## src/rtl/core/sst_pkg.sv

```systemverilog
// Shared types and constants for the shadowing symbol table.
package sst_pkg;

	localparam int DEPTH_DEF    = 256;
	localparam int KEY_BITS_DEF = 16;
	localparam int VAL_BITS     = 64;
	localparam int CMD_BITS     = 2;
	localparam int STAT_BITS    = 2;

	typedef enum logic [CMD_BITS-1:0] {
		CMD_DEFINE = 2'd0,
		CMD_GET    = 2'd1,
		CMD_SET    = 2'd2
	} cmd_t;

	typedef enum logic [STAT_BITS-1:0] {
		ST_OK        = 2'd0,
		ST_NOT_FOUND = 2'd1,
		ST_FULL      = 2'd2
	} status_t;

	typedef enum logic [1:0] {
		S_IDLE,
		S_DISPATCH,
		S_SCAN,
		S_DONE
	} state_t;

	typedef struct packed {
		logic [VAL_BITS-1:0] value;
		status_t             status;
	} result_t;

endpackage

```

## src/rtl/core/sst_seq.sv

```systemverilog
// Command sequencer: entry count, top-down scan and the shared key comparator.
module sst_seq #(
	parameter int DEPTH    = sst_pkg::DEPTH_DEF,
	parameter int KEY_BITS = sst_pkg::KEY_BITS_DEF
) (
	input  logic                         clk,
	input  logic                         arst_n,
	input  logic                         in_valid,
	output logic                         in_ready,
	input  sst_pkg::cmd_t                in_cmd,
	input  logic [KEY_BITS-1:0]          in_key,
	input  logic [sst_pkg::VAL_BITS-1:0] in_val,
	input  logic                         out_free,
	output logic                         res_valid,
	output sst_pkg::result_t             res,
	output logic                         key_we,
	output logic                         val_we,
	output logic [$clog2(DEPTH)-1:0]     waddr,
	output logic [KEY_BITS-1:0]          wkey,
	output logic [sst_pkg::VAL_BITS-1:0] wval,
	output logic [$clog2(DEPTH)-1:0]     raddr,
	input  logic [KEY_BITS-1:0]          rkey,
	input  logic [sst_pkg::VAL_BITS-1:0] rval
);
	import sst_pkg::*;

	localparam int AW = $clog2(DEPTH);
	localparam int CW = $clog2(DEPTH + 1);

	state_t              state_q, state_d;
	cmd_t                cmd_q;
	logic [KEY_BITS-1:0] key_q;
	logic [VAL_BITS-1:0] val_q;
	logic [CW-1:0]       count_q, count_d;
	logic [AW-1:0]       addr_q, addr_d;
	result_t             res_q, res_d;
	logic [CW-1:0]       count_m1;
	logic                match;

	assign count_m1 = count_q - CW'(1);
	assign match    = (rkey == key_q);
	assign wkey     = key_q;
	assign wval     = val_q;

	always_ff @(posedge clk or negedge arst_n) begin
		if (!arst_n) begin
			state_q <= S_IDLE;
			count_q <= '0;
		end else begin
			state_q <= state_d;
			count_q <= count_d;
		end
	end

	always_ff @(posedge clk) begin
		if (in_valid && in_ready) begin
			cmd_q <= in_cmd;
			key_q <= in_key;
			val_q <= in_val;
		end
		addr_q <= addr_d;
		res_q  <= res_d;
	end

	always_comb begin
		state_d = state_q;
		count_d = count_q;
		addr_d  = addr_q;
		res_d   = res_q;
		key_we  = 1'b0;
		val_we  = 1'b0;
		waddr   = addr_q;
		// keep the read one entry ahead of the compare
		raddr   = addr_q - AW'(1);
		case (state_q)
			S_IDLE: begin
				if (in_valid) begin
					state_d = S_DISPATCH;
				end
			end
			S_DISPATCH: begin
				state_d = S_DONE;
				res_d   = '{value: '0, status: ST_OK};
				case (cmd_q)
					CMD_DEFINE: begin
						if (count_q == CW'(DEPTH)) begin
							res_d.status = ST_FULL;
						end else begin
							key_we      = 1'b1;
							val_we      = 1'b1;
							waddr       = count_q[AW-1:0];
							count_d     = count_q + CW'(1);
							res_d.value = val_q;
						end
					end
					CMD_GET, CMD_SET: begin
						if (count_q == '0) begin
							res_d.status = ST_NOT_FOUND;
						end else begin
							raddr   = count_m1[AW-1:0];
							addr_d  = count_m1[AW-1:0];
							state_d = S_SCAN;
						end
					end
					default: ;
				endcase
			end
			S_SCAN: begin
				if (match) begin
					state_d = S_DONE;
					if (cmd_q == CMD_SET) begin
						val_we      = 1'b1;
						res_d.value = val_q;
					end else begin
						res_d.value = rval;
					end
				end else if (addr_q == '0) begin
					state_d = S_DONE;
					res_d.status = ST_NOT_FOUND;
				end else begin
					addr_d = addr_q - AW'(1);
				end
			end
			S_DONE: begin
				if (out_free) begin
					state_d = S_IDLE;
				end
			end
			default: state_d = S_IDLE;
		endcase
	end

	assign in_ready  = (state_q == S_IDLE);
	assign res_valid = (state_q == S_DONE);
	assign res       = res_q;

endmodule

```

## config.mk

```make
export PLATFORM = sky130hd
export DESIGN_NAME = sst_seq
export DESIGN_NICKNAME = d
export VERILOG_FILES = /design/src/rtl/core/sst_pkg.sv /design/src/rtl/core/sst_seq.sv
export SDC_FILE = /design/constraint.sdc
export NUM_CORES = 1
export LEC_CHECK = 0
export ABC_AREA = 1
export BUFFER_PORTS_ARGS = -buffer_cell sky130_fd_sc_hd__clkbuf_2
export CAP_MARGIN = 20
export CORE_MARGIN = 4
export CORE_UTILIZATION = 48
export DETAILED_ROUTE_END_ITERATION = 6
export PLACE_DENSITY = 0.88
export SLEW_MARGIN = 10
export SYNTH_ARGS = -nofsm -noshare
export SYNTH_HDL_FRONTEND = slang
export SYNTH_SLANG_ARGS = --single-unit
```

## constraint.sdc

```tcl
create_clock -name clk -period 3.32 [get_ports clk]
set_input_delay 0.332 -clock clk [delete_from_list [all_inputs] [get_ports clk]]
set_output_delay 0.332 -clock clk [all_outputs]
set_load 0.02 [all_outputs]
```

Yosys cells after proc, flatten, opt, wreduce, memory -nomap -nowiden --
Index checks and enable logic that the tools add are counted.
Cells by class: add/subtract/negate cells 3, equality and inequality tests 16, muxes and demuxes 34, bitwise operators 1, reductions and logical operators 12
Operator list (count):
- $mux 64 | 4
- $pmux 66 s2 | 1
- $mux 8 | 10
- $eq 16x16->1 | 1
- $pmux 8 s2 | 1
- $sub 8x1->8 const B | 2
- $mux 2 | 7
- $ne 2x2->1 const B | 7
- $add 9x1->9 const B | 1
- $eq 9x9->1 const B | 1
- $logic_not 9->1 | 1
- $reduce_and 3->1 | 3
- $logic_not 8->1 | 1
- $mux 1 | 8
- $pmux 2 s4 | 1
- $eq 2x2->1 const B | 3
- $reduce_and 5->1 | 1
- $eq 2x1->1 const B | 2
- $logic_not 2->1 | 2
- $pmux 2 s2 | 1
- $ne 3x3->1 const B | 1
- $ne 2x1->1 const B | 1
- $pmux 1 s2 | 1
- $reduce_and 2->1 | 1
- other kinds (4) | 4
Word-level totals: flip-flop bits (word level) 167, bits of input ports 166, output and inout port bits 166

Longest topological paths before layout --
Gate-level depths: netlist (run 1).
depth after elaboration 4, depth in mapped cells 11, gate-level depth less buffers 11

Least setup slack after synthesis (run 1) --
Ideal clock, no wire load.
kind flip-flop to flip-flop, start point reg state_q[0], end point reg cmd_q[0] (enable), library setup time 0.436 ns, arrival 2.496 ns, data required time 2.884 ns, setup slack 0.388 ns, stages on the path, launching flop included 5, cells stage by stage dfrtp_1 > inv_1 > ha_1 > nand2_1 > inv_1
On the way: word-level cells in the longest chain between the ends 2
Ends and longest elaborated chain:
- from (decl) | line sst_seq.sv:30 | state_t state_q, state_d;
- from (signal assigned) | line sst_seq.sv:50 | state_q <= state_d;
- $logic_not 2->1 | line sst_seq.sv:133 | assign in_ready = (state_q == S_IDLE);
- net in_ready | line sst_seq.sv:9 | output logic in_ready,
- $logic_and 1x1->1 | line sst_seq.sv:56 | if (in_valid && in_ready) begin
- to (signal assigned) | line sst_seq.sv:57 | cmd_q <= in_cmd;
- to (decl) | line sst_seq.sv:31 | cmd_t cmd_q;
The timed path passes the listed nets, and every way through them passes these cells. A chain may end at the register's enable or synchronous reset.

Worst setup path after layout (run 1) --
start point reg count_q[0], end point out raddr[7]
On the way: word-level cells in the longest chain between the ends 4
Ends and longest elaborated chain:
- from (decl) | line sst_seq.sv:34 | logic [CW-1:0] count_q, count_d;
- from (signal assigned) | line sst_seq.sv:51 | count_q <= count_d;
- $sub 8x1->8 / $logic_not 9->1 (equally long branches) | line sst_seq.sv:40, sst_seq.sv:97
- $mux 8 (*) | line sst_seq.sv:97 | if (count_q == '0) begin
- $mux 8 (*) | line sst_seq.sv:84 | case (cmd_q)
- $mux 8 (*) | line sst_seq.sv:75 | case (state_q)
- to (decl) | line sst_seq.sv:21 | output logic [$clog2(DEPTH)-1:0] raddr,
Every way passes the cells marked *; elsewhere a longest branch is shown, timed or not.

==> flow_metrics.env, run 1 <==
export IMPL_dp_cells=1245
export IMPL_worst_slew_pin_transition_ns=0.9099
export IMPL_fin_util_pct=65.29
export IMPL_final_setup_tns_ns=0
export IMPL_route_vias_total=6556
export IMPL_hold_viol=0
export IMPL_leakage_nw=4.741
export IMPL_io_buffers=331
export IMPL_critical_path_arrival_ns=2.55
export IMPL_crit_family="simple AND/OR/NAND/NOR gates"
export IMPL_mapped_avg_cell_area_um2=10.50
export IMPL_synth_edf_count=156
export IMPL_path_class="flip-flop to output port"
export IMPL_gr_usage_all_layers_pct=23.95
export IMPL_num_rows=45
export IMPL_num_io_pins=332
export IMPL_grt_first_pass_wirelength_mm=33.39
export IMPL_min_period_over_period_pct=86.79
export IMPL_fmax_mhz=347.1
export IMPL_max_cap_violations=0
export IMPL_status="finished clean"
export IMPL_cts_root_buffer="sky130_fd_sc_hd__clkbuf_16"
export IMPL_syn_nets=908
export IMPL_synth_seq_cells=167
export IMPL_crit_required_ns=2.99
export IMPL_cts_buffers_inserted=17
export IMPL_timing_critical_path_to_type="output port"
export IMPL_die_area_um2=18080
export IMPL_clk_pin_slew_ns=0.06
export IMPL_hpwlAfterDp_mm=16.75
export IMPL_grt_antenna_before_repair=1
export IMPL_layout_nets=1231
export IMPL_floorplan_initialDensity_pct=49.76
export IMPL_min_path_type="input pin to flip-flop"
export IMPL_critical_path_slowest_cell="sky130_fd_sc_hd__dfrtp_1"
export IMPL_final_antenna_net_count=0
export IMPL_crit_path_start_kind="flip-flop"
export IMPL_fill_cells=1226
export IMPL_routed_wl_per_cell_um=17.50
export IMPL_path_max_fanout=9
export IMPL_synth_cell_types=29
export IMPL_post_synth_instance_area_um2=7677
export IMPL_diodes=0
export IMPL_route_detailed_vias_per_inst=5.134
export IMPL_placeableCoreArea_um2=15430
export IMPL_detail_route_first_pass_iterations=5
export IMPL_flow_area_growth_from_synthesis_pct=31.19
export IMPL_ctsLongestPathBuffers=2
export IMPL_number_of_global_route_vias_before_repair=6480
export IMPL_sequential_to_total_area_share_from_yosys_stat_pct=64.60
export IMPL_clock_skew_final_ns=0.01591
export IMPL_pwr_density_cell_nw_per_um2=890.5
export IMPL_fp_dieW_um=134.5
export IMPL_worstPathCellList="inv_1 > ha_1 > nand2_1 > nor2_2 > nand4_2 > nand3_2 > inv_2 > o21ai_0 > clkbuf_2"
export IMPL_synth_warning_count=0
export IMPL_initialDrtViolationCount=496
export IMPL_cpPeakStageDelay_ns=0.44
export IMPL_tritoncts="done"
export IMPL_async_s_r_ff_share_synth_pct=6.587
export IMPL_grt_max_degree=69
export IMPL_ys_flop_type="sky130_fd_sc_hd__edfxtp_1"
export IMPL_cts_max_level=4
export IMPL_clkLatencyLatePin_ns=0.42
export IMPL_die_span_in_y_um=134.5
export IMPL_grt_overflow=0
export IMPL_clock_sink_count=167
export IMPL_period_needed_ns=2.881
export IMPL_rsz0062_at_grt="false"
export IMPL_postRouteWirelength_mm=22.35
export IMPL_timing_final_max_slew_violations=0
export IMPL_gpl_final_weighted_congestion=0.8963
export IMPL_syn_instance_count=731
export IMPL_instances_no_fill=1277
export IMPL_final_layout_size_suffix_gt1_share_pct=35.08
export IMPL_setup_viol=0
export IMPL_wp_buf_inv=3
export IMPL_worst_ir_drop_on_vdd_uv=853.3
export IMPL_number_of_remaining_drc_errors=0
export IMPL_worst_slew_margin_rel_pct=39.34
-- cell usage after synthesis (2+ instances only) --
| master | n | share of area [%] |
|---|---|---|
| sky130_fd_sc_hd__nor2_2 | 3 | 0.24 |
| sky130_fd_sc_hd__inv_2 | 3 | 0.15 |
| sky130_fd_sc_hd__o31ai_1 | 2 | 0.20 |
| sky130_fd_sc_hd__nand4_1 | 5 | 0.41 |
| sky130_fd_sc_hd__o21ai_0 | 139 | 9.1 |
| sky130_fd_sc_hd__nand3_4 | 2 | 0.46 |
| sky130_fd_sc_hd__ha_1 | 11 | 1.8 |
| sky130_fd_sc_hd__o21ai_1 | 15 | 0.98 |
| sky130_fd_sc_hd__clkbuf_1 | 11 | 0.54 |
| sky130_fd_sc_hd__edfxtp_1 | 156 | 61 |
| sky130_fd_sc_hd__buf_2 | 10 | 0.65 |
| sky130_fd_sc_hd__nand3_1 | 8 | 0.52 |
| sky130_fd_sc_hd__nand2_1 | 89 | 4.4 |
| sky130_fd_sc_hd__a21oi_1 | 66 | 4.3 |
| sky130_fd_sc_hd__dfrtp_1 | 11 | 3.6 |
| sky130_fd_sc_hd__xnor2_1 | 3 | 0.34 |
| sky130_fd_sc_hd__inv_1 | 127 | 6.2 |
| sky130_fd_sc_hd__buf_4 | 2 | 0.20 |
| sky130_fd_sc_hd__buf_1 | 8 | 0.39 |
| sky130_fd_sc_hd__xor2_1 | 15 | 1.7 |
| sky130_fd_sc_hd__nor3_1 | 4 | 0.26 |
| sky130_fd_sc_hd__nor2_1 | 34 | 1.7 |
-- worst register-to-register path: cells and delay by family, from the launching register on --
family / cells / cell delay [ns]
buf+inv: 2 / 0.64
simple gates: 1 / 0.67
fa+ha+maj: 1 / 0.36
compound gates: 1 / 0.47
flops: 1 / 0.41
-- flip-flops by register name, summed over array words and instances (netlist names) --
register  flops
cmd_q         2
state_q       2
addr_q        8
wval         64
count_q       9
res          66
wkey         16
-- through the flow --
stage	hold slack (ns)	worst slack (ns)	power, W	area, um^2
finish	0.08515	0.4386	0.008969	10070
global route	0.06379	0.2507	0.009504	10070
CTS	0.06628	0.4583	0.009003	10070
detailed placement	0.2365	0.6068	0.007118	9514
global placement	0.2314	0.7778	0.006975	9514
floorplan	0.03641	0.3876	0.005861	7677
-- path summary, 6_finish.rpt --
kind                                        start                      to  slack (ns)  cells past startpoint
min                                    in_val[10]      wval[10]$_DFFE_PP_        0.09                      1
min in group asynchronous                  arst_n  state_q[1]$_DFFE_PN0P_        0.32                      2
max reg2reg                state_q[0]$_DFFE_PN0P_       res[22]$_DFFE_PP_        0.57                      5
max                        count_q[0]$_DFFE_PN0P_                raddr[7]        0.44                      9
min reg2reg                count_q[7]$_DFFE_PN0P_  count_q[7]$_DFFE_PN0P_        0.52                      1
max in group asynchronous                  arst_n  state_q[0]$_DFFE_PN0P_        2.76                      2
-- cell type report --
class / count / area, um^2 / area share (%)
clock buffer: 22 / 444.2 / 4.410
clock inverter: 9 / 103.9 / 1.031
inverter: 130 / 489.2 / 4.857
multi-input combinational: 402 / 2102 / 20.87
sequential: 167 / 4960 / 49.24
tap: 211 / 264.0 / 2.621
timing repair buffer: 336 / 1709 / 16.97
-- power by group --
group / internal (W) / total [W] / switching (W) / leakage [nW]
clock: 0.00110 / 0.00187 / 0.000768 / 0.255
combinational: 0.00102 / 0.00360 / 0.00257 / 2.87
sequential: 0.00321 / 0.00351 / 0.000296 / 1.61
total: 0.00533 / 0.00897 / 0.00364 / 4.74
-- cell families (layout without fill, tap and decap cells) --
kind of cell / after synthesis / after routing / share of synthesized area [%]
fa+ha+maj: 11 / 11 / 1.793
flops: 167 / 167 / 64.60
xor+xnor: 18 / 18 / 2.054
simple gates: 149 / 149 / 8.556
buf+inv: 162 / 497 / 8.279
compound gates: 224 / 224 / 14.72
-- cell usage in the layout (no fill, tap or decap), types with 4 or more instances in the layout --
cell type                   synthesis  routed
sky130_fd_sc_hd__o21ai_0          139     139
sky130_fd_sc_hd__o21ai_1           15      15
sky130_fd_sc_hd__xor2_1            15      15
sky130_fd_sc_hd__nand3_1            8       8
sky130_fd_sc_hd__ha_1              11      10
sky130_fd_sc_hd__nor2_1            34      34
sky130_fd_sc_hd__clkbuf_1          11       5
sky130_fd_sc_hd__nand2_1           89      88
sky130_fd_sc_hd__nor3_1             4       4
sky130_fd_sc_hd__nand4_1            5       5
sky130_fd_sc_hd__dfrtp_1           11      11
sky130_fd_sc_hd__clkbuf_16          0      17
sky130_fd_sc_hd__clkbuf_2           0     331
sky130_fd_sc_hd__edfxtp_1         156     156
sky130_fd_sc_hd__inv_1            127     125
sky130_fd_sc_hd__inv_2              3       4
sky130_fd_sc_hd__a21oi_1           66      66
-- layer usage --
layer | track usage [%] | part of all wire, %
met1 | 27.61 | 37
met2 | 42.46 | 52
met3 | 7.042 | 8.3
met4 | 8.710 | 3.0
met5 | 0 | 0.058
-- what timing repair did --
item,4_1_cts,5_1_grt
setup buffers,0,0
endpoints found under the hold margin,11,0
gates resized for setup,0,0
hold buffers,1,0
Note: power is estimated with default switching activity, not from simulation.
==> inputs of run 2 (changes only) <==
--- a/config.mk
+++ b/config.mk
@@ -12,6 +12,7 @@
 export CORE_UTILIZATION = 48
 export DETAILED_ROUTE_END_ITERATION = 6
 export PLACE_DENSITY = 0.88
+export RECOVER_POWER = 100
 export SLEW_MARGIN = 10
 export SYNTH_ARGS = -nofsm -noshare
 export SYNTH_HDL_FRONTEND = slang
==> run 2 against run 1 <==
The flow now finishes with violations (design-rule violations, max-capacitance violations, max-slew violations). Routed wire length up 0.82%. Non-clock buffer count unchanged. Final cell count is the same. First-iteration DRC count up 17%. Sequential power about the same. Critical path depth unchanged. Critical path type unchanged. Largest cell class unchanged.
==> flow_metrics.env, run 2 (same netlist as run 1, synthesis figures left out) <==
export IMPL_cpPeakStageDelay_ns=0.44
export IMPL_crit_path_start_kind="flip-flop"
export IMPL_io_buffers=331
export IMPL_crit_family="simple AND/OR/NAND/NOR gates"
export IMPL_leakage_nw=4.233
export IMPL_final_layout_size_suffix_gt1_share_pct=18.95
export IMPL_cts_root_buffer="sky130_fd_sc_hd__clkbuf_16"
export IMPL_fp_dieW_um=134.5
export IMPL_fmax_mhz=333.3
export IMPL_fill_cells=1317
export IMPL_pre_cts_setup_slack_ns=0.6068
export IMPL_min_period_over_period_pct=90.37
export IMPL_max_cap_violations=1
export IMPL_placed_cell_area_um2=9514
export IMPL_final_setup_tns_ns=0
export IMPL_timing_final_max_slew_violations=65
export IMPL_gpl_final_weighted_congestion=0.8963
export IMPL_share_comb_of_total_power_pct=38.8
export IMPL_met3_usage_in_global_routing_pct=7.042
export IMPL_path_class="flip-flop to output port"
export IMPL_detail_route_first_pass_iterations=7
export IMPL_diodes=0
export IMPL_mostFrequentLayoutCell="sky130_fd_sc_hd__clkbuf_1"
export IMPL_rsz0062_at_grt="false"
export IMPL_placeableCoreArea_um2=15430
export IMPL_route_detailed_vias_per_inst=5.150
export IMPL_flow_area_growth_from_synthesis_pct=28.00
export IMPL_reg2reg_setup_slack_ns=0.44
export IMPL_hold_viol=0
export IMPL_dp_cells=1245
export IMPL_clockPowerShare_pct=21.2
export IMPL_path_max_fanout=9
export IMPL_number_of_global_route_vias_before_repair=6480
export IMPL_worst_ir_drop_on_vdd_uv=822.4
export IMPL_most_common_layout_cells="172 x sky130_fd_sc_hd__clkbuf_1, 165 x sky130_fd_sc_hd__clkbuf_2, 156 x sky130_fd_sc_hd__edfxtp_1"
export IMPL_num_rows=45
export IMPL_routed_wl_per_cell_um=17.65
export IMPL_timing_critical_path_to_type="output port"
export IMPL_die_span_in_y_um=134.5
export IMPL_worstPathCellList="inv_1 > ha_1 > nand2_1 > nor2_2 > nand4_1 > nand3_1 > inv_2 > o21ai_0 > clkbuf_1"
export IMPL_pwr_density_cell_nw_per_um2=896.4
export IMPL_die_area_um2=18080
export IMPL_postRouteWirelength_mm=22.53
export IMPL_initialDrtViolationCount=582
export IMPL_layout_nets=1231
export IMPL_busiest_layer="met2"
export IMPL_period_needed_ns=3.000
export IMPL_route_vias_total=6577
export IMPL_clk_pin_slew_ns=0.06
export IMPL_grt_overflow=0
export IMPL_grt_first_pass_wirelength_mm=33.39
export IMPL_setup_viol=0
export IMPL_critical_path_arrival_ns=2.67
export IMPL_hpwlAfterDp_mm=16.75
export IMPL_critical_path_slowest_cell="sky130_fd_sc_hd__dfrtp_1"
export IMPL_final_antenna_net_count=0
export IMPL_grtUsageMet1_pct=27.61
export IMPL_timing_final_ws_setup_ns=0.3196
export IMPL_grt_antenna_before_repair=1
export IMPL_crit_required_ns=2.99
export IMPL_grt_max_degree=69
export IMPL_gr_usage_all_layers_pct=23.95
export IMPL_seq_pwr_share_pct=39.9
export IMPL_worst_slew_pin_transition_ns=1.611
export IMPL_fin_area_um2=9827
export IMPL_power_switching_fraction_pct=41.16
export IMPL_final_hold_worst_slack_ns=0.08462
export IMPL_worst_slew_margin_rel_pct=-7.413
export IMPL_failed_checks="design-rule violations, max-capacitance violations, max-slew violations"
export IMPL_cts_max_level=4
export IMPL_instances_no_fill=1277
export IMPL_net_switching_power_w=0.003626
export IMPL_cts_buffers_inserted=17
export IMPL_globalRouteMet2Util_pct=42.46
export IMPL_min_path_type="input pin to flip-flop"
export IMPL_status="complete, but fails checks"
export IMPL_flip_flop_count_of_the_largest_register_all_copies_and_words_added=66
export IMPL_internal_power_w=0.005183
export IMPL_ctsLongestPathBuffers=2
export IMPL_num_io_pins=332
export IMPL_wp_buf_inv=3
export IMPL_clock_skew_final_ns=0.01313
export IMPL_clkLatencyLatePin_ns=0.42
export IMPL_floorplan_initialDensity_pct=49.76
export IMPL_tritoncts="done"
export IMPL_number_of_remaining_drc_errors=1
export IMPL_clock_sink_count=167
==> run 2: changes by cell type in the layout (fill, tap and decap cells not counted), sizes merged <==
| cell | change |
|---|---|
| buf | -3 |
| clkinv | -1 |
| clkinvlp | +1 |
| clkbuf | +3 |
==> run 2: what timing repair did <==
| action | CTS | global route |
|---|---|---|
| hold buffers | 1 | 0 |
| resized for setup | 0 | 0 |
| endpoints found under the hold margin | 11 | 0 |
| buffers inserted | 0 | 0 |
| endpoints found under the setup margin | 0 | 0 |
==> run 2: worst paths after layout <==
kind / from / end / cells past startpoint
worst max register to register: state_q[0]$_DFFE_PN0P_ / res[55]$_DFFE_PP_ / 7
worst min-delay path: in_val[10] / wval[10]$_DFFE_PP_ / 1
worst min register to register: count_q[7]$_DFFE_PN0P_ / count_q[7]$_DFFE_PN0P_ / 1
min in group asynchronous: arst_n / state_q[1]$_DFFE_PN0P_ / 2
max in group asynchronous: arst_n / state_q[0]$_DFFE_PN0P_ / 2
worst max-delay path: count_q[0]$_DFFE_PN0P_ / raddr[5] / 9
==> run 2: worst reg2reg max path: stages, from the launching register on <==
cell and delay [ns]:
sky130_fd_sc_hd__dfrtp_1 0.41, sky130_fd_sc_hd__inv_1 0.10, sky130_fd_sc_hd__ha_1 0.36, sky130_fd_sc_hd__inv_2 0.54
sky130_fd_sc_hd__clkbuf_2 0.83, sky130_fd_sc_hd__a21oi_1 0.12, sky130_fd_sc_hd__o21ai_0 0.12, sky130_fd_sc_hd__o21ai_0 0.12
==> run 2: power by group through the flow <==
stage | logic (W) | registers, W | clock network, W
floorplan | 0.00174 | 0.00412 | 0
global placement | 0.00346 | 0.00352 | 0
detailed placement | 0.00357 | 0.00354 | 0
CTS | 0.00360 | 0.00351 | 0.00190
global route | 0.00375 | 0.00357 | 0.00201
finish | 0.00342 | 0.00352 | 0.00187
==> run 2: area by class of cell <==
type | count | area, um^2 | share of cell area [%]
Timing Repair Buffer | 336 | 1498 | 15.24
Multi-Input combinational cell | 402 | 2068 | 21.05
Inverter | 130 | 489.2 | 4.978
Tap cell | 211 | 264.0 | 2.687
Clock inverter | 9 | 103.9 | 1.057
Clock buffer | 22 | 444.2 | 4.520
Sequential cell | 167 | 4960 | 50.47
==> run 2: layer usage <==
metal	part of all wire (%)	up-vias
met5	0.058	-
met4	2.7	2
met3	9.1	43
met2	52	372
met1	36	3047
li1	-	3113
==> run 2: stage by stage <==
stage / total power [W] / utilization (%)
floorplan: 0.005861 / -
global placement: 0.006975 / 61.67
detailed placement: 0.007118 / 61.67
CTS: 0.009003 / 65.29
global route: 0.009330 / 63.70
finish: 0.008809 / 63.70
